**src/hw/rtl/sirs_pkg.sv**
```systemverilog
// ----------------------------------------------------------------------------
// sirs_pkg
// Shared types, constants and the control program of the radix text converter.
// ----------------------------------------------------------------------------
package sirs_pkg;

  localparam int MAX_RADIX  = 32;
  localparam int MIN_RADIX  = 2;
  localparam int DIGIT_W    = 6;
  localparam int RADIX_W    = 6;
  localparam int CHAR_W     = 8;
  localparam int ALPHA_REGS = 4;
  localparam int CFG_IDX_W  = 3;
  localparam int CFG_DATA_W = 64;
  localparam int PC_W       = 3;

  localparam logic [CHAR_W-1:0] MINUS_SIGN = 8'h2D;

  typedef enum logic [CFG_IDX_W-1:0] {
    REG_RADIX  = 3'd0,
    REG_ALPHA0 = 3'd1,
    REG_ALPHA1 = 3'd2,
    REG_ALPHA2 = 3'd3,
    REG_ALPHA3 = 3'd4
  } cfg_reg_t;

  typedef enum logic [2:0] {
    OP_NOP,
    OP_LOAD,
    OP_DSTEP,
    OP_STORE,
    OP_SIGN,
    OP_READ,
    OP_EMIT
  } op_t;

  typedef enum logic [2:0] {
    C_NEVER,
    C_ALWAYS,
    C_NO_START,
    C_BITS,
    C_MAG,
    C_DIGITS
  } cond_t;

  typedef logic [PC_W-1:0] pc_t;

  typedef struct packed {
    op_t   op;
    cond_t cond;
    pc_t   target;
  } uword_t;

  localparam pc_t STEP_WAIT  = 3'd0;
  localparam pc_t STEP_DSTEP = 3'd1;
  localparam pc_t STEP_STORE = 3'd2;
  localparam pc_t STEP_SIGN  = 3'd3;
  localparam pc_t STEP_READ  = 3'd4;
  localparam pc_t STEP_EMIT  = 3'd5;
  localparam pc_t STEP_END   = 3'd6;

  function automatic uword_t ucode(input pc_t pc);
    uword_t w;
    w = '{op: OP_NOP, cond: C_ALWAYS, target: STEP_WAIT};
    case (pc)
      STEP_WAIT:  w = '{op: OP_LOAD,  cond: C_NO_START, target: STEP_WAIT};
      STEP_DSTEP: w = '{op: OP_DSTEP, cond: C_BITS,     target: STEP_DSTEP};
      STEP_STORE: w = '{op: OP_STORE, cond: C_MAG,      target: STEP_DSTEP};
      STEP_SIGN:  w = '{op: OP_SIGN,  cond: C_NEVER,    target: STEP_WAIT};
      STEP_READ:  w = '{op: OP_READ,  cond: C_NEVER,    target: STEP_WAIT};
      STEP_EMIT:  w = '{op: OP_EMIT,  cond: C_DIGITS,   target: STEP_READ};
      STEP_END:   w = '{op: OP_NOP,   cond: C_ALWAYS,   target: STEP_WAIT};
      default:    w = '{op: OP_NOP,   cond: C_ALWAYS,   target: STEP_WAIT};
    endcase
    return w;
  endfunction

endpackage

```
**src/hw/rtl/signed_int_to_radix_string.sv**
```systemverilog
// ----------------------------------------------------------------------------
// signed_int_to_radix_string
// Signed integer to text in a configured radix, most significant symbol first.
// Each digit comes from a restoring shift-subtract division, one quotient bit
// per cycle, and is then stored; then a sign step and a read and an emit step
// per character follow. Busy is high while an item runs; one item at a time.
// Characters come out on strobe for one cycle each; the receiver cannot stall.
// Synchronous reset: radix 10, alphabet zero, sequencer idle.
// ----------------------------------------------------------------------------
module signed_int_to_radix_string #(
  parameter int VALUE_WIDTH = 32
) (
  input  logic                                clk,
  input  logic                                rst,
  input  logic                                cfg_valid,
  output logic                                cfg_ready,
  input  logic [sirs_pkg::CFG_IDX_W-1:0]      cfg_index,
  input  logic [sirs_pkg::CFG_DATA_W-1:0]     cfg_data,
  input  logic                                start,
  output logic                                busy,
  input  logic signed [VALUE_WIDTH-1:0]       value,
  output logic                                strobe,
  output logic [sirs_pkg::CHAR_W-1:0]         character,
  output logic                                last_char
);

  localparam int AW = $clog2(VALUE_WIDTH);
  localparam int CW = $clog2(VALUE_WIDTH + 1);

  // configuration
  logic [sirs_pkg::RADIX_W-1:0]                              radix;
  logic [sirs_pkg::ALPHA_REGS-1:0][7:0][sirs_pkg::CHAR_W-1:0] alphabet;

  // sequencer
  sirs_pkg::pc_t    pc;
  sirs_pkg::pc_t    pc_next;
  sirs_pkg::uword_t uw;
  logic             take;
  logic             strobe_next;

  // datapath
  logic [VALUE_WIDTH-1:0]      mag;
  logic [VALUE_WIDTH-1:0]      mag_load;
  logic [VALUE_WIDTH-1:0]      v;
  logic [sirs_pkg::DIGIT_W-1:0] rem;
  logic [sirs_pkg::DIGIT_W-1:0] rem_next;
  logic [AW-1:0]               bitcnt;
  logic [CW-1:0]               ndig;
  logic [CW-1:0]               ndig_dec;
  logic                        neg;
  logic [sirs_pkg::RADIX_W:0]  r_wide;
  logic [sirs_pkg::RADIX_W:0]  shifted;
  logic [sirs_pkg::RADIX_W:0]  diff;
  logic                        ge;
  logic [sirs_pkg::DIGIT_W-1:0] digit;
  logic [sirs_pkg::CHAR_W-1:0]  sym;

  assign cfg_ready = 1'b1;

  always_ff @(posedge clk) begin
    if (rst) begin
      radix    <= sirs_pkg::RADIX_W'(10);
      alphabet <= '0;
    end else if (cfg_valid && cfg_ready) begin
      case (cfg_index)
        sirs_pkg::REG_RADIX:  radix       <= cfg_data[sirs_pkg::RADIX_W-1:0];
        sirs_pkg::REG_ALPHA0: alphabet[0] <= cfg_data;
        sirs_pkg::REG_ALPHA1: alphabet[1] <= cfg_data;
        sirs_pkg::REG_ALPHA2: alphabet[2] <= cfg_data;
        sirs_pkg::REG_ALPHA3: alphabet[3] <= cfg_data;
        default: ;
      endcase
    end
  end

  // effective radix, clamped to the supported range
  always_comb begin
    if ({1'b0, radix} < (sirs_pkg::RADIX_W + 1)'(sirs_pkg::MIN_RADIX)) begin
      r_wide = (sirs_pkg::RADIX_W + 1)'(sirs_pkg::MIN_RADIX);
    end else if ({1'b0, radix} > (sirs_pkg::RADIX_W + 1)'(sirs_pkg::MAX_RADIX)) begin
      r_wide = (sirs_pkg::RADIX_W + 1)'(sirs_pkg::MAX_RADIX);
    end else begin
      r_wide = {1'b0, radix};
    end
  end

  assign v        = value;
  assign mag_load = v[VALUE_WIDTH-1] ? (~v + 1'b1) : v;

  // one restoring division step
  assign shifted  = {rem, mag[VALUE_WIDTH-1]};
  assign ge       = shifted >= r_wide;
  assign diff     = shifted - r_wide;
  assign rem_next = ge ? diff[sirs_pkg::DIGIT_W-1:0] : shifted[sirs_pkg::DIGIT_W-1:0];

  assign ndig_dec = ndig - 1'b1;

  sirs_ram #(
    .WIDTH(sirs_pkg::DIGIT_W),
    .DEPTH(VALUE_WIDTH)
  ) u_digits (
    .clk  (clk),
    .we   (uw.op == sirs_pkg::OP_STORE),
    .waddr(ndig[AW-1:0]),
    .wdata(rem),
    .raddr(ndig_dec[AW-1:0]),
    .rdata(digit)
  );

  // digits beyond the alphabet map to zero
  assign sym = digit[sirs_pkg::DIGIT_W-1] ? '0 : alphabet[digit[4:3]][digit[2:0]];

  assign uw   = sirs_pkg::ucode(pc);
  assign busy = pc != sirs_pkg::STEP_WAIT;

  always_comb begin
    case (uw.cond)
      sirs_pkg::C_NEVER:    take = 1'b0;
      sirs_pkg::C_ALWAYS:   take = 1'b1;
      sirs_pkg::C_NO_START: take = !start;
      sirs_pkg::C_BITS:     take = bitcnt != '0;
      sirs_pkg::C_MAG:      take = mag != '0;
      sirs_pkg::C_DIGITS:   take = ndig != '0;
      default:              take = 1'b0;
    endcase
    pc_next     = take ? uw.target : pc + 1'b1;
    strobe_next = (uw.op == sirs_pkg::OP_EMIT) || ((uw.op == sirs_pkg::OP_SIGN) && neg);
  end

  always_ff @(posedge clk) begin
    if (rst) begin
      pc     <= sirs_pkg::STEP_WAIT;
      strobe <= 1'b0;
    end else begin
      pc     <= pc_next;
      strobe <= strobe_next;
    end
  end

  always_ff @(posedge clk) begin
    case (uw.op)
      sirs_pkg::OP_LOAD: begin
        if (start) begin
          mag    <= mag_load;
          neg    <= v[VALUE_WIDTH-1];
          rem    <= '0;
          bitcnt <= AW'(VALUE_WIDTH - 1);
          ndig   <= '0;
        end
      end
      sirs_pkg::OP_DSTEP: begin
        mag    <= {mag[VALUE_WIDTH-2:0], ge};
        rem    <= rem_next;
        bitcnt <= bitcnt - 1'b1;
      end
      sirs_pkg::OP_STORE: begin
        ndig   <= ndig + 1'b1;
        rem    <= '0;
        bitcnt <= AW'(VALUE_WIDTH - 1);
      end
      sirs_pkg::OP_SIGN: begin
        character <= sirs_pkg::MINUS_SIGN;
        last_char <= 1'b0;
      end
      sirs_pkg::OP_READ: begin
        ndig <= ndig_dec;
      end
      sirs_pkg::OP_EMIT: begin
        character <= sym;
        last_char <= ndig == '0;
      end
      default: ;
    endcase
  end

endmodule

```
**src/hw/rtl/sirs_ram.sv**
```systemverilog
// ----------------------------------------------------------------------------
// sirs_ram
// Generic single write port RAM with one registered read port.
// ----------------------------------------------------------------------------
module sirs_ram #(
  parameter int WIDTH = 8,
  parameter int DEPTH = 32
) (
  input  logic                     clk,
  input  logic                     we,
  input  logic [$clog2(DEPTH)-1:0] waddr,
  input  logic [WIDTH-1:0]         wdata,
  input  logic [$clog2(DEPTH)-1:0] raddr,
  output logic [WIDTH-1:0]         rdata
);

  logic [WIDTH-1:0] mem [DEPTH];

  always_ff @(posedge clk) begin
    if (we) begin
      mem[waddr] <= wdata;
    end
    rdata <= mem[raddr];
  end

endmodule

```
**config.mk**
```make
export PLATFORM = sky130hd
export DESIGN_NAME = signed_int_to_radix_string
export DESIGN_NICKNAME = d
export VERILOG_FILES = /design/src/hw/rtl/sirs_pkg.sv /design/src/hw/rtl/signed_int_to_radix_string.sv /design/src/hw/rtl/sirs_ram.sv
export SDC_FILE = /design/constraint.sdc
export NUM_CORES = 1
export LEC_CHECK = 0
export ABC_AREA = 1
export BUFFER_PORTS_ARGS = -buffer_cell sky130_fd_sc_hd__buf_2
export CORE_AREA = 8 8 230 276
export CTS_CLUSTER_DIAMETER = 80
export DETAILED_ROUTE_END_ITERATION = 10
export DIE_AREA = 0 0 238 284
export SYNTH_ARGS = -nofsm -noshare
export SYNTH_HDL_FRONTEND = slang
export SYNTH_HIERARCHICAL = 1
export SYNTH_SLANG_ARGS = --single-unit
export TNS_END_PERCENT = 30
```
**constraint.sdc**
```tcl
create_clock -name clk -period 3.8 [get_ports clk]
set_input_delay 0.57 -clock clk [delete_from_list [all_inputs] [get_ports clk]]
set_output_delay 0.57 -clock clk [all_outputs]
set_load 0.02 [all_outputs]
```
After elaboration in Yosys (flattened, before gate mapping)
Memories as Yosys holds them, arrays and structs flattened. A register that Yosys moved wholly into a read port is not among the register bits.
Cells that the tools add are included.
{"block": "classes", "n_addsub": 6, "order_cmp": 5, "eq_ne": 21, "mux": 23, "n_bitwise": 1, "n_reduce_logical": 23}
{"cell": "$bmux 64 s2", "count": 1}
{"cell": "$mux 32", "count": 2}
{"cell": "$mux 64", "count": 1}
{"cell": "$pmux 32 s2", "count": 1}
{"cell": "$pmux 9 s6", "count": 1}
{"cell": "$pmux 6 s3", "count": 2}
{"cell": "$add 32x1->32 const B", "count": 1}
{"cell": "$not 32->32", "count": 1}
{"cell": "$reduce_bool 32->1", "count": 1}
{"cell": "$bmux 8 s3", "count": 1}
{"cell": "$eq 3x2->1 const B", "count": 8}
{"cell": "$eq 3x3->1 const B", "count": 8}
{"cell": "$mux 6", "count": 4}
{"cell": "$reduce_and 2->1", "count": 9}
{"cell": "$mux 8", "count": 2}
{"cell": "$pmux 8 s2", "count": 1}
{"cell": "$pmux 5 s3", "count": 1}
{"cell": "$eq 3x1->1 const B", "count": 4}
{"cell": "$reduce_bool 3->1", "count": 3}
{"cell": "$ge 7x6->1", "count": 1}
{"cell": "$add 6x1->6 const B", "count": 1}
{"cell": "$gt 6x6->1 const B", "count": 1}
{"cell": "$logic_not 3->1", "count": 2}
{"cell": "$logic_not 6->1", "count": 1}
{"cell": "other kinds (19)", "count": 21}
{"block": "word_totals", "register_bits": 325, "mem_bits_rw": 192, "inputBits": 103, "output_inout_bits": 12, "memories": 1}
{"memory": "u_digits.mem", "words": 32, "word_bits": 6, "read_ports": 1, "rd_clocked_by_memory_dff": 1, "wr": 1, "line_no": "sirs_ram.sv:17", "rtl": "logic [WIDTH-1:0] mem [DEPTH];"}

Logic depth before layout (Yosys ltp)
{"block": "depth", "word_depth": 6, "depth_mapped": 15, "depth_no_buf": 15}

Cells and area by module
Netlist, hierarchy kept.
{"mod": "signed_int_to_radix_string", "n_inst": 1, "cells_each": 2185, "area_each_um2": 15890.2, "seq_area_each_um2": 7096.8}
{"mod": "sirs_ram", "n_inst": 1, "cells_each": 704, "area_each_um2": 8077.7, "seq_area_each_um2": 5885.6}

Least setup slack after synthesis
Ideal clock, no wire load.
{"block": "synth_path", "kind": "flip-flop to flip-flop", "from": "register pc[1]", "to": "register mag[0] (enable)", "setup_time_ns": 0.428, "t_arrival_ns": 2.632, "required_ns": 3.372, "path_slack_ns": 0.740, "stages_incl_launch_ff": 8, "path_buffers": 1, "period_less_slack_ns": 3.060, "cell_sequence": "dfxtp_1 > inv_1 > ha_1 > nand2_2 > nor2_2 > inv_1 > buf_2 > o21bai_1"}
{"block": "synth_between", "elab_chain_cells": 5}
{"element": "start: declaration", "line_no": "signed_int_to_radix_string.sv:35", "rtl": "sirs_pkg::pc_t pc;"}
{"element": "start signal: assignment", "line_no": "signed_int_to_radix_string.sv:132", "rtl": "pc <= sirs_pkg::STEP_WAIT;"}
{"element": "start signal: assignment", "line_no": "signed_int_to_radix_string.sv:135", "rtl": "pc <= pc_next;"}
{"element": "$eq 3x3->1, or another cell as far along", "line_no": "sirs_pkg.sv:65", "rtl": "case (pc)"}
{"element": "$pmux 9 s6 *", "line_no": "sirs_pkg.sv:65"}
{"element": "$eq 3x1->1 or $eq 3x2->1 (tied branches)", "line_no": "signed_int_to_radix_string.sv:141", "rtl": "case (uw.op)"}
{"element": "$ne 2x2->1 (no line) or $reduce_bool 2->1 (tied branches)"}
{"element": "$reduce_and 2->1 (no line) *"}
{"element": "end signal: assignment", "line_no": "signed_int_to_radix_string.sv:144", "rtl": "mag <= mag_load;"}
{"element": "end signal: assignment", "line_no": "signed_int_to_radix_string.sv:152", "rtl": "mag <= {mag[VALUE_WIDTH-2:0], ge};"}
{"element": "end: declaration", "line_no": "signed_int_to_radix_string.sv:42", "rtl": "logic [VALUE_WIDTH-1:0] mag;"}
Every way passes the cells marked *; elsewhere a longest branch is shown, timed or not.
A chain may end at the register's enable or synchronous reset.

Final worst setup path
{"block": "layout_path", "from": "register pc[1]", "to": "memory u_digits/mem[24][3] in the netlist's numbering (enable)"}
{"block": "layout_between", "elab_chain_cells": 5}
{"element": "$eq 3x3->1, or another cell as far along", "line_no": "sirs_pkg.sv:65"}
{"element": "$pmux 9 s6 *", "line_no": "sirs_pkg.sv:65"}
{"element": "$eq 3x2->1 *", "line_no": "signed_int_to_radix_string.sv:103", "rtl": ".we (uw.op == sirs_pkg::OP_STORE),"}
{"element": "$mux 1 *", "line_no": "sirs_ram.sv:20", "rtl": "if (we) begin"}
{"element": "$mux 1 (not written as such) *", "line_no": "sirs_ram.sv:21", "rtl": "mem[waddr] <= wdata;"}
{"element": "end: declaration", "line_no": "sirs_ram.sv:17"}
Marked as above.

==> summary.txt <==
Clock network
  • CTS tree: built
  • CTS buffer count: 53
  • CTS root buf: clkbuf_16
  • # hold bufs at CTS: 0
  • Clk_lat worst skew: 0.62 ns
  • CTS clk-pin slew, worst paths: 0.06 ns
  • Post-CTS Resized: 0
  • Post-CTS setup buffer count: 0
  • Bufs on Longest Clock Path: 3
  • CTS sink count: about 520
  • H-Tree Depth: 2

Global routing
  • First-pass GRT wire length: 103000 µm
  • Maximum number of pins on one net before global-route repair: 137
  • Grt total ovfl: 0
  • GR Util All Layers: 0.189
  • Number of global-route vias before repair: 19025
  • Initial antenna violation count: 13

Synth
  • Number of flops mapped to enable cells by yosys: between 200 and 300
  • Synthesized Nets: 3009
  • Post-Syn Area: 24000 µm²
  • Sequential area share after synthesis: 0.542
  • Synth Register Bits: 523
  • Synth warn: 6
  • Post-synth top flop: dfxtp_1
  • Synthesized netlist cell count: 2889
  • Ys async rst share: 0
  • Mean Syn Cell Area: 8.30 µm²
  • Cell variety after synth: 47

Floorplan
  • Starting Density: 0.406
  • # IOs: 115
  • Horiz. Die Dim: 238 µm
  • Core box area: just under 60000 µm²
  • Num rows: 98
  • Die Area: roughly 68000 µm²
  • Chip Height: 284 µm

Routing
  • Post-route ant nets: 0
  • DR iter-0 viols: 1638
  • Routed WL per cell: 17.4 µm
  • Length of the first detailed-routing pass in iterations: 7
  • DR DRC count: 0
  • Vias: between 15000 and 20000
  • WL final: between 60000 and 70000 µm
  • Routed vias/inst: 5.25

Cells and area
  • Most frequent cells in the layout: nand2_1 (516), nor2_1 (387), nand3_1 (322)
  • Commonest non-fill, non-tap cell in the layout: nand2_1
  • Non-Filler Instances: roughly 3800
  • Nets: 3029
  • Fill cells: between 5000 and 6000
  • Area grow syn2layout: 11.2%
  • Area of the multi-input gates: between 9000 and 10000 µm²
  • Post-route cell area: 26600 µm²
  • Share of cells above drive strength 1: 0.0959
  • Storage element area: 13000 µm²

Power
  • Reg power frac: 0.361
  • Lkg Pwr: around 10 nW
  • P_int: about 0.012 W
  • Pwr/cell area: approximately 750 nW/µm²
  • Peak supply drop: about 0.00055 V
  • Overall power: approximately 0.02 W
  • Clk network pwr share: 0.256
  • NetSw: 0.00805 W
  • Logic pwr share: 0.383
  • Switching share of power: 0.403

Timing
  • Slew @ Worst Pin: 0.963 ns
  • RSZ-0062 raised after global routing: false
  • Max Clk Rate: between 300 and 400 MHz
  • Fin Setup TNS: 0 ns
  • Setup violations, final: 0
  • Max-slew headroom: 0.358
  • Tcrit/Tclk final: 0.808
  • Final min period: 3.07 ns
  • Layout Skew: 0.0255 ns
  • Final hold violations: 0
  • Setup slack after layout: 0.731 ns
  • Final Slew Violations: 0

Worst setup path
  • Crit path arrival time: 3.31 ns
  • WP data required: 4.04 ns
  • WS Path Type: reg -> reg
  • FF-to-FF setup slack: 0.73 ns
  • Crit. End Element: register
  • CP startpoint kind: register
  • Peak fanout along the critical path: 8

Place
  • Hpwl dp: 40700 µm
  • Cell Area, Placed: around 25000 µm²
  • Setup WS pre-CTS: 0.757 ns
  • Dpl cells: 3654
  • IO Port Bufs: 113
  • GP Congestion: 0.863

Worst hold path
  • Hold crit path type: in -> reg

Status
  • Status: finished clean

Job
  • Max cap viols: 0
-- worst max-delay path, stage by stage (launching register included) --
cell	delay [ns]
dfxtp_1	0.41
inv_1	0.09
ha_1	0.29
nand2_2	0.14
nand3_2	0.11
nor3_2	0.48
nand3_1	0.56
nor2_1	0.62
-- cells by family (layout without fill, tap and decap cells) --
kind of cell    count (synthesis)  after routing  share of synthesized area
compound gates                659            659                      0.143
xor+xnor                       24             24                    0.00877
fa+ha+maj                      17             17                    0.00919
buf+inv                       396            458                     0.0752
flops                         523            523                      0.542
other cells                     1              9                   0.000156
simple gates                 1269           1269                      0.222
-- through the flow --
stage / hold WS [ns] / utilization
after global routing: 0.218 / 0.450
final: 0.219 / 0.451
after detailed placement: 0.433 / 0.422
after global placement: 0.428 / 0.422
after floorplan: 0.420 / -
after CTS: 0.188 / 0.450
-- state kept, by name, indices dropped and copies added, names as in the netlist --
signal          count
radix               6
mag                32
bitcnt              5
last_char           1
pc                  3
u_digits/mem      192
alphabet          256
rem                 6
strobe              1
character           8
u_digits/rdata      6
ndig                6
neg                 1
-- power by group through the flow --
stage / Sequential (W) / Combinational [W] / Clock (W)
floorplan: 0.00740 / 0.00528 / 0
finish: 0.00722 / 0.00766 / 0.00512
detailed placement: 0.00733 / 0.00761 / 0
CTS: 0.00722 / 0.00765 / 0.00523
global route: 0.00728 / 0.00846 / 0.00543
global placement: 0.00732 / 0.00754 / 0
-- routing by layer --
metal | part of all wire | routed length (µm) | track usage | up-vias
li1 | - | - | - | 9729
met1 | 0.42 | 27700 | 0.234 | 9361
met2 | 0.50 | 32400 | 0.330 | 513
met3 | 0.054 | 3510 | 0.0322 | 118
met4 | 0.025 | 1660 | 0.0612 | 6
met5 | 0.00055 | 36 | 0 | -
-- worst paths after layout --
check	start	end	cells past startpoint
setup / recovery	pc[1]	u_digits/mem[24][3]	7
hold / removal	cfg_data[16]	alphabet[16]	3
setup reg to reg	pc[1]	u_digits/mem[24][3]	7
hold reg to reg	alphabet[201]	alphabet[201]	2
-- Yosys cell counts (all sizes together) (3+ instances only) --
cell type  count  area share
edfxtp       251        0.31
buf          110       0.030
xnor2          8      0.0029
xor2          16      0.0058
nor2         396       0.064
inv          208       0.033
o21ai        402       0.084
nand3        326       0.069
dfxtp        272        0.23
nand4         12      0.0034
o21bai         4      0.0013
clkbuf        76       0.012
o211ai        10      0.0031
or2            3     0.00078
nand2        522       0.082
nor3           7      0.0021
ha            16      0.0084
a21oi        234       0.051
-- layout make-up --
type	instances	share of cell area
Clock inverter	19	0.00667
Sequential cell	523	0.488
Inverter	210	0.0300
Multi-Input combinational cell	1970	0.346
Clock buffer	78	0.0571
Tap cell	800	0.0376
Timing Repair Buffer	151	0.0343
Antenna cell	8	0.000751
No activity file was read; power rests on OpenSTA's default activity.
